--- config.mk ---
export PLATFORM = sky130hd
export DESIGN_NAME = contiguous_page_bitmap_allocator_flat
export DESIGN_NICKNAME = d
export VERILOG_FILES = /design/src/hw/rtl/cpba_pkg.sv /design/src/hw/rtl/cpba_ifs.sv /design/src/hw/rtl/cpba_ctrl.sv /design/src/hw/rtl/cpba_datapath.sv /design/src/hw/rtl/contiguous_page_bitmap_allocator.sv /design/src/flat_wrapper.sv
export SDC_FILE = /design/constraint.sdc
export NUM_CORES = 1
export LEC_CHECK = 0
export ABC_AREA = 0
export BUFFER_PORTS_ARGS = -buffer_cell sky130_fd_sc_hd__buf_2
export CORE_MARGIN = 1.5
export CORE_UTILIZATION = 55
export DETAILED_ROUTE_END_ITERATION = 12
export PLACE_DENSITY = 0.74
export RECOVER_POWER = 100
export SLEW_MARGIN = 10
export SYNTH_ARGS = -nofsm -noshare
export SYNTH_HDL_FRONTEND = slang
export SYNTH_SLANG_ARGS = --single-unit
--- constraint.sdc ---
create_clock -name clk -period 10.5 [get_ports clk]
set_clock_uncertainty 0.05 [all_clocks]
set_input_delay 0.525 -clock clk [delete_from_list [all_inputs] [get_ports clk]]
set_output_delay 0.525 -clock clk [all_outputs]
set_load 0.1 [all_outputs]
--- src/hw/rtl/cpba_pkg.sv ---
// Shared types, constants and helper functions for the contiguous page allocator.
// Used by the channel interfaces, the controller, the datapath and the top level.
`timescale 1ns / 1ps

package cpba_pkg;

  // Widths fixed by the word formats.
  localparam int PAGE_W       = 6;
  localparam int MASK_W       = 64;
  localparam int STATUS_W     = 2;
  localparam int MAP_BITS_DEF = 64;

  // Pool size after reset, and the saturation limit of the in-use count.
  localparam logic [PAGE_W-1:0] POOL_RESET = 6'd63;
  localparam logic [PAGE_W-1:0] COUNT_MAX  = 6'd63;

  // Operation kinds.
  localparam logic KIND_ALLOC = 1'b0;
  localparam logic KIND_FREE  = 1'b1;

  // Result status codes.
  localparam logic [STATUS_W-1:0] ST_OK        = 2'd0;
  localparam logic [STATUS_W-1:0] ST_NO_SPACE  = 2'd1;
  localparam logic [STATUS_W-1:0] ST_OVER_FREE = 2'd2;

  // Commands from the controller to the datapath.
  typedef struct packed {
    logic load;        // latch an accepted request word
    logic alloc_step;  // test one window position
    logic free_step;   // retire one bit of the release mask
    logic out_load;    // copy the result into the response register
    logic cfg_we;      // pool size write
  } cpba_cmd_t;

  // Status from the datapath to the controller.
  typedef struct packed {
    logic is_free;     // request word on the input is a free
    logic skip_scan;   // allocate needs no scan (empty or oversize run)
    logic hit;         // current window is entirely free
    logic last;        // current window is the highest position
    logic rel_empty;   // no release bits left to count
  } cpba_sts_t;

  // Low n bits set, for run masks and pool masks.
  function automatic logic [MASK_W-1:0] thermo(input logic [PAGE_W-1:0] n);
    logic [MASK_W-1:0] t;
    for (int i = 0; i < MASK_W; i++) begin
      t[i] = (7'(i) < {1'b0, n});
    end
    return t;
  endfunction

endpackage

--- src/hw/rtl/cpba_ifs.sv ---
// Handshake channels of the contiguous page allocator: request, response, pool config.
// Depends on cpba_pkg for field widths.
`timescale 1ns / 1ps

// Request channel: one word per allocate or free.
interface cpba_req_if
  import cpba_pkg::*;
();
  logic              valid;
  logic              ready;
  logic              kind;
  logic [PAGE_W-1:0] page_count;
  logic [MASK_W-1:0] page_mask;

  modport source (output valid, kind, page_count, page_mask, input ready);
  modport sink   (input valid, kind, page_count, page_mask, output ready);
endinterface

// Response channel: one word per request.
interface cpba_rsp_if
  import cpba_pkg::*;
();
  logic                valid;
  logic                ready;
  logic [STATUS_W-1:0] status;
  logic [PAGE_W-1:0]   first_page;
  logic [MASK_W-1:0]   page_ids;
  logic [PAGE_W-1:0]   allocated_count;

  modport source (output valid, status, first_page, page_ids, allocated_count,
                  input ready);
  modport sink   (input valid, status, first_page, page_ids, allocated_count,
                  output ready);
endinterface

// Configuration channel: pool size write.
interface cpba_cfg_if
  import cpba_pkg::*;
();
  logic              valid;
  logic              ready;
  logic [PAGE_W-1:0] pool_pages;

  modport source (output valid, pool_pages, input ready);
  modport sink   (input valid, pool_pages, output ready);
endinterface

--- src/hw/rtl/cpba_ctrl.sv ---
// Controller state machine of the page allocator: sequences accept, scan and response.
// Depends on cpba_pkg for the command and status structs.
`timescale 1ns / 1ps

module cpba_ctrl
  import cpba_pkg::*;
(
  input  logic      clk,
  input  logic      rst,
  input  logic      in_valid,
  output logic      in_ready,
  output logic      out_valid,
  input  logic      out_ready,
  input  logic      cfg_valid,
  output cpba_cmd_t cmd,
  input  cpba_sts_t sts
);

  typedef enum logic [1:0] {
    S_IDLE,
    S_ALLOC,
    S_FREE,
    S_DONE
  } state_t;

  state_t state;
  state_t state_next;
  logic   slot_free;

  assign slot_free = !out_valid || out_ready;
  assign in_ready  = (state == S_IDLE);

  // Command decode and next state.
  always_comb begin
    cmd            = '0;
    cmd.cfg_we     = cfg_valid;
    state_next     = state;
    case (state)
      S_IDLE: begin
        if (in_valid) begin
          cmd.load = 1'b1;
          if (sts.is_free) begin
            state_next = S_FREE;
          end else if (sts.skip_scan) begin
            state_next = S_DONE;
          end else begin
            state_next = S_ALLOC;
          end
        end
      end
      S_ALLOC: begin
        cmd.alloc_step = 1'b1;
        if (sts.hit || sts.last) begin
          state_next = S_DONE;
        end
      end
      S_FREE: begin
        if (sts.rel_empty) begin
          state_next = S_DONE;
        end else begin
          cmd.free_step = 1'b1;
        end
      end
      S_DONE: begin
        if (slot_free) begin
          cmd.out_load = 1'b1;
          state_next   = S_IDLE;
        end
      end
      default: begin
        state_next = S_IDLE;
      end
    endcase
  end

  // State and response valid.
  always_ff @(posedge clk) begin
    if (rst) begin
      state     <= S_IDLE;
      out_valid <= 1'b0;
    end else begin
      state <= state_next;
      if (cmd.out_load) begin
        out_valid <= 1'b1;
      end else if (out_ready) begin
        out_valid <= 1'b0;
      end
    end
  end

  // A response word appears only after the result was finished.
  a_rise_from_done: assert property (@(posedge clk) disable iff (rst)
    $rose(out_valid) |-> $past(state == S_DONE))
    else $error("response valid rose outside the done state");

  // The response register is never overwritten while a word waits.
  a_no_overwrite: assert property (@(posedge clk) disable iff (rst)
    cmd.out_load |-> (!out_valid || out_ready))
    else $error("response register loaded while occupied");

  // Only one request word is in work at a time.
  a_one_in_flight: assert property (@(posedge clk) disable iff (rst)
    (in_valid && in_ready) |=> !in_ready)
    else $error("second request accepted during work");

endmodule

--- src/hw/rtl/cpba_datapath.sv ---
// Datapath of the page allocator: free bitmap, in-use count, window scan and response register.
// Depends on cpba_pkg for widths, codes and the command and status structs.
`timescale 1ns / 1ps

module cpba_datapath
  import cpba_pkg::*;
#(
  parameter int MAP_BITS = MAP_BITS_DEF
) (
  input  logic                clk,
  input  logic                rst,
  input  cpba_cmd_t           cmd,
  output cpba_sts_t           sts,
  input  logic                kind,
  input  logic [PAGE_W-1:0]   page_count,
  input  logic [MASK_W-1:0]   page_mask,
  input  logic [PAGE_W-1:0]   pool_pages,
  output logic [STATUS_W-1:0] status,
  output logic [PAGE_W-1:0]   first_page,
  output logic [MASK_W-1:0]   page_ids,
  output logic [PAGE_W-1:0]   allocated_count
);

  // Allocator state.
  logic [MAP_BITS-1:0] pool_mask;
  logic [MAP_BITS-1:0] bitmap;
  logic [PAGE_W-1:0]   pages_in_use;

  // Per-request work registers.
  logic [MAP_BITS-1:0] win;
  logic [PAGE_W-1:0]   pos;
  logic [PAGE_W-1:0]   run_len;
  logic [MAP_BITS-1:0] rel;
  logic [STATUS_W-1:0] res_status;
  logic [PAGE_W-1:0]   res_first;
  logic [MAP_BITS-1:0] res_ids;

  // Response register.
  logic [STATUS_W-1:0] out_status;
  logic [PAGE_W-1:0]   out_first;
  logic [MAP_BITS-1:0] out_ids;
  logic [PAGE_W-1:0]   out_count;

  logic [MASK_W-1:0]   reset_full;
  logic [MASK_W-1:0]   cfg_full;
  logic [MASK_W-1:0]   run_full;
  logic [MAP_BITS-1:0] new_rel;
  logic                oversize;
  logic                fit;
  logic [PAGE_W:0]     sum;
  logic [PAGE_W-1:0]   sat_sum;

  assign reset_full = thermo(POOL_RESET);
  assign cfg_full   = thermo(pool_pages);
  assign run_full   = thermo(page_count);
  assign new_rel    = page_mask[MAP_BITS-1:0] & pool_mask;
  assign oversize   = ({1'b0, page_count} > (PAGE_W + 1)'(MAP_BITS));

  // Window test and saturating count update.
  assign fit     = ((bitmap & win) == win);
  assign sum     = {1'b0, pages_in_use} + {1'b0, run_len};
  assign sat_sum = (sum > {1'b0, COUNT_MAX}) ? COUNT_MAX : sum[PAGE_W-1:0];

  // Status toward the controller.
  always_comb begin
    sts.is_free   = (kind == KIND_FREE);
    sts.skip_scan = (page_count == '0) || oversize;
    sts.hit       = fit;
    sts.last      = win[MAP_BITS-1];
    sts.rel_empty = (rel == '0);
  end

  // Bitmap, pool mask and in-use count.
  always_ff @(posedge clk) begin
    if (rst) begin
      pool_mask    <= reset_full[MAP_BITS-1:0];
      bitmap       <= reset_full[MAP_BITS-1:0];
      pages_in_use <= '0;
    end else if (cmd.cfg_we) begin
      pool_mask    <= cfg_full[MAP_BITS-1:0];
      bitmap       <= cfg_full[MAP_BITS-1:0];
      pages_in_use <= '0;
    end else if (cmd.load) begin
      if (kind == KIND_FREE) begin
        bitmap <= bitmap | new_rel;
      end
    end else if (cmd.alloc_step) begin
      if (fit) begin
        bitmap       <= bitmap & ~win;
        pages_in_use <= sat_sum;
      end
    end else if (cmd.free_step) begin
      if (rel[0] && (pages_in_use != '0)) begin
        pages_in_use <= pages_in_use - 1'b1;
      end
    end
  end

  // Scan registers and result.
  always_ff @(posedge clk) begin
    if (cmd.load) begin
      run_len    <= page_count;
      win        <= run_full[MAP_BITS-1:0];
      pos        <= '0;
      rel        <= new_rel;
      res_status <= ((kind == KIND_ALLOC) && oversize) ? ST_NO_SPACE : ST_OK;
      res_first  <= '0;
      res_ids    <= '0;
    end else if (cmd.alloc_step) begin
      if (fit) begin
        res_first <= pos;
        res_ids   <= win;
      end else if (win[MAP_BITS-1]) begin
        res_status <= ST_NO_SPACE;
      end else begin
        win <= win << 1;
        pos <= pos + 1'b1;
      end
    end else if (cmd.free_step) begin
      rel <= rel >> 1;
      if (rel[0] && (pages_in_use == '0)) begin
        res_status <= ST_OVER_FREE;
      end
    end
  end

  // Response register load.
  always_ff @(posedge clk) begin
    if (cmd.out_load) begin
      out_status <= res_status;
      out_first  <= res_first;
      out_ids    <= res_ids;
      out_count  <= pages_in_use;
    end
  end

  assign status          = out_status;
  assign first_page      = out_first;
  assign page_ids        = MASK_W'(out_ids);
  assign allocated_count = out_count;

  // Granted pages are marked in use right after a hit.
  a_grant_cleared: assert property (@(posedge clk) disable iff (rst)
    (cmd.alloc_step && fit && !cmd.cfg_we) |=> ((bitmap & res_ids) == '0))
    else $error("granted pages still marked free");

  // Counting release bits never touches the bitmap.
  a_free_step_map: assert property (@(posedge clk) disable iff (rst)
    (cmd.free_step && !cmd.cfg_we) |=> $stable(bitmap))
    else $error("bitmap changed while counting released pages");

  // The scan window is never empty.
  a_win_nonzero: assert property (@(posedge clk) disable iff (rst)
    cmd.alloc_step |-> (win != '0))
    else $error("empty allocation window");

endmodule

--- src/hw/rtl/contiguous_page_bitmap_allocator.sv ---
// Sequence: an accepted word is latched; a zero-length or oversize allocate goes straight
// to the result. Allocate: one cycle per window position tried (up to MAP_BITS-page_count+1).
// Free: one cycle per bit up to the highest released pool page. The result then waits
// until the response register is free and is loaded into it.
// Throughput: one word at a time; next request taken the cycle after the result loads.
// Reset: pool of 63 pages (capped at MAP_BITS), all free, count zero; cfg always ready.
`timescale 1ns / 1ps

module contiguous_page_bitmap_allocator
  import cpba_pkg::*;
#(
  parameter int MAP_BITS = MAP_BITS_DEF
) (
  input  logic              clk,
  input  logic              rst,
  cpba_cfg_if.sink          cfg,
  cpba_req_if.sink          req,
  cpba_rsp_if.source        rsp
);

  cpba_cmd_t cmd;
  cpba_sts_t sts;

  // Pool size writes are taken in any cycle.
  assign cfg.ready = 1'b1;

  // Sequencer.
  cpba_ctrl u_ctrl (
    .clk       (clk),
    .rst       (rst),
    .in_valid  (req.valid),
    .in_ready  (req.ready),
    .out_valid (rsp.valid),
    .out_ready (rsp.ready),
    .cfg_valid (cfg.valid),
    .cmd       (cmd),
    .sts       (sts)
  );

  // Bitmap, count and scan.
  cpba_datapath #(
    .MAP_BITS (MAP_BITS)
  ) u_datapath (
    .clk             (clk),
    .rst             (rst),
    .cmd             (cmd),
    .sts             (sts),
    .kind            (req.kind),
    .page_count      (req.page_count),
    .page_mask       (req.page_mask),
    .pool_pages      (cfg.pool_pages),
    .status          (rsp.status),
    .first_page      (rsp.first_page),
    .page_ids        (rsp.page_ids),
    .allocated_count (rsp.allocated_count)
  );

endmodule

--- src/flat_wrapper.sv ---
// flat-port wrapper written by rule: the top's interface ports become plain ports
module contiguous_page_bitmap_allocator_flat import cpba_pkg::*;
#(
  parameter int MAP_BITS = MAP_BITS_DEF
)
  (clk, rst, cfg_valid, cfg_pool_pages, cfg_ready, req_valid, req_kind, req_page_count, req_page_mask, req_ready, rsp_valid, rsp_status, rsp_first_page, rsp_page_ids, rsp_allocated_count, rsp_ready);
  cpba_cfg_if cfg_i ();
  cpba_req_if req_i ();
  cpba_rsp_if rsp_i ();
  input  logic clk;
  input  logic rst;
  input wire logic [$bits(cfg_i.valid)-1:0] cfg_valid;
  input wire logic [$bits(cfg_i.pool_pages)-1:0] cfg_pool_pages;
  output wire logic [$bits(cfg_i.ready)-1:0] cfg_ready;
  input wire logic [$bits(req_i.valid)-1:0] req_valid;
  input wire logic [$bits(req_i.kind)-1:0] req_kind;
  input wire logic [$bits(req_i.page_count)-1:0] req_page_count;
  input wire logic [$bits(req_i.page_mask)-1:0] req_page_mask;
  output wire logic [$bits(req_i.ready)-1:0] req_ready;
  output wire logic [$bits(rsp_i.valid)-1:0] rsp_valid;
  output wire logic [$bits(rsp_i.status)-1:0] rsp_status;
  output wire logic [$bits(rsp_i.first_page)-1:0] rsp_first_page;
  output wire logic [$bits(rsp_i.page_ids)-1:0] rsp_page_ids;
  output wire logic [$bits(rsp_i.allocated_count)-1:0] rsp_allocated_count;
  input wire logic [$bits(rsp_i.ready)-1:0] rsp_ready;
  assign cfg_i.valid = cfg_valid;
  assign cfg_i.pool_pages = cfg_pool_pages;
  assign cfg_ready = cfg_i.ready;
  assign req_i.valid = req_valid;
  assign req_i.kind = req_kind;
  assign req_i.page_count = req_page_count;
  assign req_i.page_mask = req_page_mask;
  assign req_ready = req_i.ready;
  assign rsp_valid = rsp_i.valid;
  assign rsp_status = rsp_i.status;
  assign rsp_first_page = rsp_i.first_page;
  assign rsp_page_ids = rsp_i.page_ids;
  assign rsp_allocated_count = rsp_i.allocated_count;
  assign rsp_i.ready = rsp_ready;
  contiguous_page_bitmap_allocator #(.MAP_BITS(MAP_BITS)) u_core (.clk(clk), .rst(rst), .cfg(cfg_i), .req(req_i), .rsp(rsp_i));
endmodule
==> results.sh <==
export IMPL_clock_tree_buffer_depth=3
export IMPL_yosys_warnings=0
export IMPL_power_switching_w=0.00199
export IMPL_synthesis_nets=2049
export IMPL_start_kind="register"
export IMPL_slowest_stage="clkbuf_1"
export IMPL_intPower_w=0.00359
export IMPL_status="finished with violations"
export IMPL_initial_core_util=0.559
export IMPL_place_hpwl_um=40300
export IMPL_period_share=0.645
export IMPL_cts_buffers_inserted=43
export IMPL_grt_max_degree=87
export IMPL_ys_flop_type="dfxtp_1"
export IMPL_post_cts_repair_setup_buffers=0
export IMPL_rr_endpoint="u_core.u_datapath.win[39]"
export IMPL_ys_async_sr_fraction=0
export IMPL_required_ns=10.24
export IMPL_die_h_um=188
export IMPL_finalPower_w=0.00558
export IMPL_routed_via_count=16100
export IMPL_clkLatencyLatePin_ns=0.56
export IMPL_io_buffers=160
export IMPL_design_core_area_um2=33600
export IMPL_fmax_mhz=148
export IMPL_cts_root_buf="clkbuf_16"
export IMPL_clkTransAtPathRegs_ns=0.07
export IMPL_tns_ns=0
export IMPL_violations="capacitance limit, slew limit"
export IMPL_drt_iter0_markers=2045
export IMPL_drtAntennaViolNets=0
export IMPL_hp_start="req_page_mask[8]"
export IMPL_grt_usage=0.325
export IMPL_synth_edf_count=212
export IMPL_io_pins=163
export IMPL_postSynthAreaPerCell_um2=9.63
export IMPL_power_frac_comb=0.237
export IMPL_post_route_min_period_ns=6.77
export IMPL_maxCapViolCount=13
export IMPL_cp_common_cell="clkbuf_1"
export IMPL_reg2reg_depth=7
export IMPL_drt_total_wl_um=58900
export IMPL_routed_via_density=6.37
export IMPL_power_leakage_nw=8.01
export IMPL_htree_levels=2
export IMPL_ys_ff_latch=425
export IMPL_hold_class="input port to register"
export IMPL_max_stage_delay_ns=2.11
export IMPL_nNetsFinal=2135
export IMPL_crit_arrival_ns=6.50
export IMPL_endpoint_kind="register"
export IMPL_hold_depth=3
export IMPL_drc_errors=0
export IMPL_ys_seq_area_frac=0.565
export IMPL_dieArea_um2=35300
export IMPL_crit_chain="nor2b_1 > a2111o_1 > nor4_1 > and4_1 > clkbuf_1 > o21ai_4 > clkbuf_1"
export IMPL_max_vdd_ir_drop_v=0.000133
export IMPL_synthCells=1953
export IMPL_fp_dieW_um=188
export IMPL_final_hold_violation_count=0
export IMPL_pwr_density_cell_nw_per_um2=265
export IMPL_slew_violations=800
export IMPL_cts_sinks=425
export IMPL_p_clk_frac=0.288
export IMPL_grt_pass1_wl_um=87700
export IMPL_syn_to_final_growth_pct=12.0
export IMPL_cts_resized=0
export IMPL_drive_gt1_frac=0.0791
export IMPL_wire_per_inst_um=23.3
export IMPL_grt_pass1_vias=14700
export IMPL_firstDrtPassIters=5
export IMPL_rsz0062_at_grt="no"
export IMPL_ys_types=66
export IMPL_setup_viol=0
export IMPL_cp_max_fo=65
export IMPL_antenna_found_initial=3
export IMPL_cts_tree="done"
export IMPL_r2r_slack_ns=3.73
export IMPL_crit_type="register to register"
export IMPL_syn_area_um2=18800
export IMPL_rows=67
export IMPL_slew_headroom=-1.83
export IMPL_tightest_slew_ns=4.25
export IMPL_ctsHoldBuffers=0
export IMPL_critical_path_top_delay_family="buffers and inverters"
export IMPL_switching_share=0.357
export IMPL_grt_ovfl_total=0
export IMPL_p_seq_frac=0.475
export IMPL_worstHoldEndpoint="u_core.u_datapath.rel[8]"
export IMPL_place_congestion=1.01
export IMPL_r2r_start="u_core.u_datapath.win[7]"
export IMPL_path_buf_inv=2
-- cell type report --
type / instances / area, um^2
Antenna cell: 2 / 5.00
Inverter: 60 / 226
Sequential cell: 425 / 10600
Clock inverter: 20 / 249
Tap cell: 448 / 561
Fill cell: 2790 / 12500
Multi-Input combinational cell: 1333 / 7390
Clock buffer: 60 / 1230
Timing Repair Buffer: 176 / 773
-- power by group through the flow --
stage               clock [W]  sequential (W)  combinational [W]
floorplan                   0         0.00254           0.000870
global placement            0         0.00262            0.00126
detailed placement          0         0.00263            0.00129
CTS                   0.00162         0.00260            0.00130
global route          0.00167         0.00266            0.00143
finish                0.00161         0.00265            0.00132
-- worst max path at each step --
| stage | slack, ns | from | to | cells past startpoint |
|---|---|---|---|---|
| final | 3.73 | u_core.u_datapath.win[7] | u_core.u_datapath.win[39] | 7 |
| after global routing | 3.35 | u_core.u_datapath.win[63] | u_core.u_datapath.win[56] | 7 |
| after CTS | 6.26 | u_core.u_datapath.win[7] | u_core.u_datapath.bitmap[3] | 9 |
| after detailed placement | 6.30 | u_core.u_datapath.win[7] | u_core.u_datapath.bitmap[3] | 9 |
| after global placement | 6.34 | u_core.u_datapath.win[63] | u_core.u_datapath.bitmap[3] | 9 |
| after floorplan | 4.12 | u_core.u_datapath.win[63] | u_core.u_datapath.win[0] | 8 |
-- routing by layer --
layer	up-vias	wire length (um)	track usage	share of wire
met5	-	0	0	0
met4	0	3570	0.169	0.061
met3	177	6750	0.0644	0.11
met2	982	25400	0.487	0.43
met1	7695	23200	0.450	0.39
li1	7233	-	-	-
-- cell usage after synthesis (16+ instances only) --
cell	number	area, um^2
a211oi_1	26	195
a21o_1	23	173
a21oi_1	201	1010
a31oi_1	31	194
buf_1	16	60.1
clkbuf_1	102	383
dfxtp_1	213	4260
edfxtp_1	212	6370
inv_1	58	218
mux2i_1	64	641
nand2_1	247	927
nand2b_1	53	332
nand3_1	113	566
nor2_1	170	638
nor2b_1	16	100
nor4_1	19	119
o21ai_0	188	941
o22ai_1	18	113
-- worst register-to-register path: cells and delay by family (launching register included) --
family	cells	cell delay (ns)
buf+inv	2	3.47
flops	1	0.53
compound gates	2	0.52
simple gates	3	1.37
-- metrics by stage --
step / cell area, um^2 / std cells / utilization / hold WS (ns) / setup slack, ns
global route: 21100 / 2522 / 0.627 / 0.266 / 3.35
detailed placement: 19800 / 2442 / 0.588 / 0.360 / 6.30
CTS: 21200 / 2522 / 0.632 / 0.230 / 6.26
finish: 21100 / 2524 / 0.627 / 0.241 / 3.73
floorplan: 18800 / 1953 / - / 0.350 / 4.12
global placement: 19800 / 2442 / 0.588 / 0.352 / 6.34
-- registers in the layout, indices dropped and copies added, names as in the netlist --
| signal | cells |
|---|---|
| u_core.u_datapath.win | 64 |
| u_core.u_datapath.page_ids | 64 |
| u_core.u_datapath.allocated_count | 6 |
| u_core.u_datapath.run_len | 6 |
| u_core.u_ctrl.state | 2 |
| u_core.u_datapath.res_status | 2 |
| u_core.u_datapath.pool_mask | 63 |
| u_core.u_datapath.pos | 6 |
| u_core.u_datapath.bitmap | 64 |
| u_core.u_datapath.pages_in_use | 6 |
| u_core.u_datapath.status | 2 |
| u_core.u_datapath.rel | 63 |
| u_core.u_datapath.res_first | 6 |
| u_core.u_datapath.first_page | 6 |
| u_core.u_datapath.res_ids | 64 |
| u_core.u_ctrl.out_valid | 1 |
-- cell families after synthesis --
kind of cell / synth area share
adders and majority gates: 0.00971
AOI/OAI and AO/OA: 0.189
muxes: 0.0353
and+or+nand+nor: 0.156
xor gates and xnor gates: 0.000932
other: 0.000199
DFF: 0.565
buffers and inverters: 0.0437
-- placed cells by master, fill, tap and decap left out, types with 9 or more instances in the layout --
cell,n
a21oi_1,201
mux2i_1,64
buf_2,72
ha_1,12
o31ai_1,9
a21o_1,23
nor2_1,170
dfxtp_1,213
clkbuf_16,44
a22o_1,14
a211o_1,13
a211oi_1,26
o2111ai_1,14
a31oi_1,31
inv_1,58
nor4_1,19
nand3_1,113
a221oi_1,9
nand2b_1,53
clkbuf_1,107
edfxtp_1,212
nor2b_1,16
o21ai_0,188
a221o_1,10
nand2_1,247
o22ai_1,18
(Power assumes the default switching activity.)
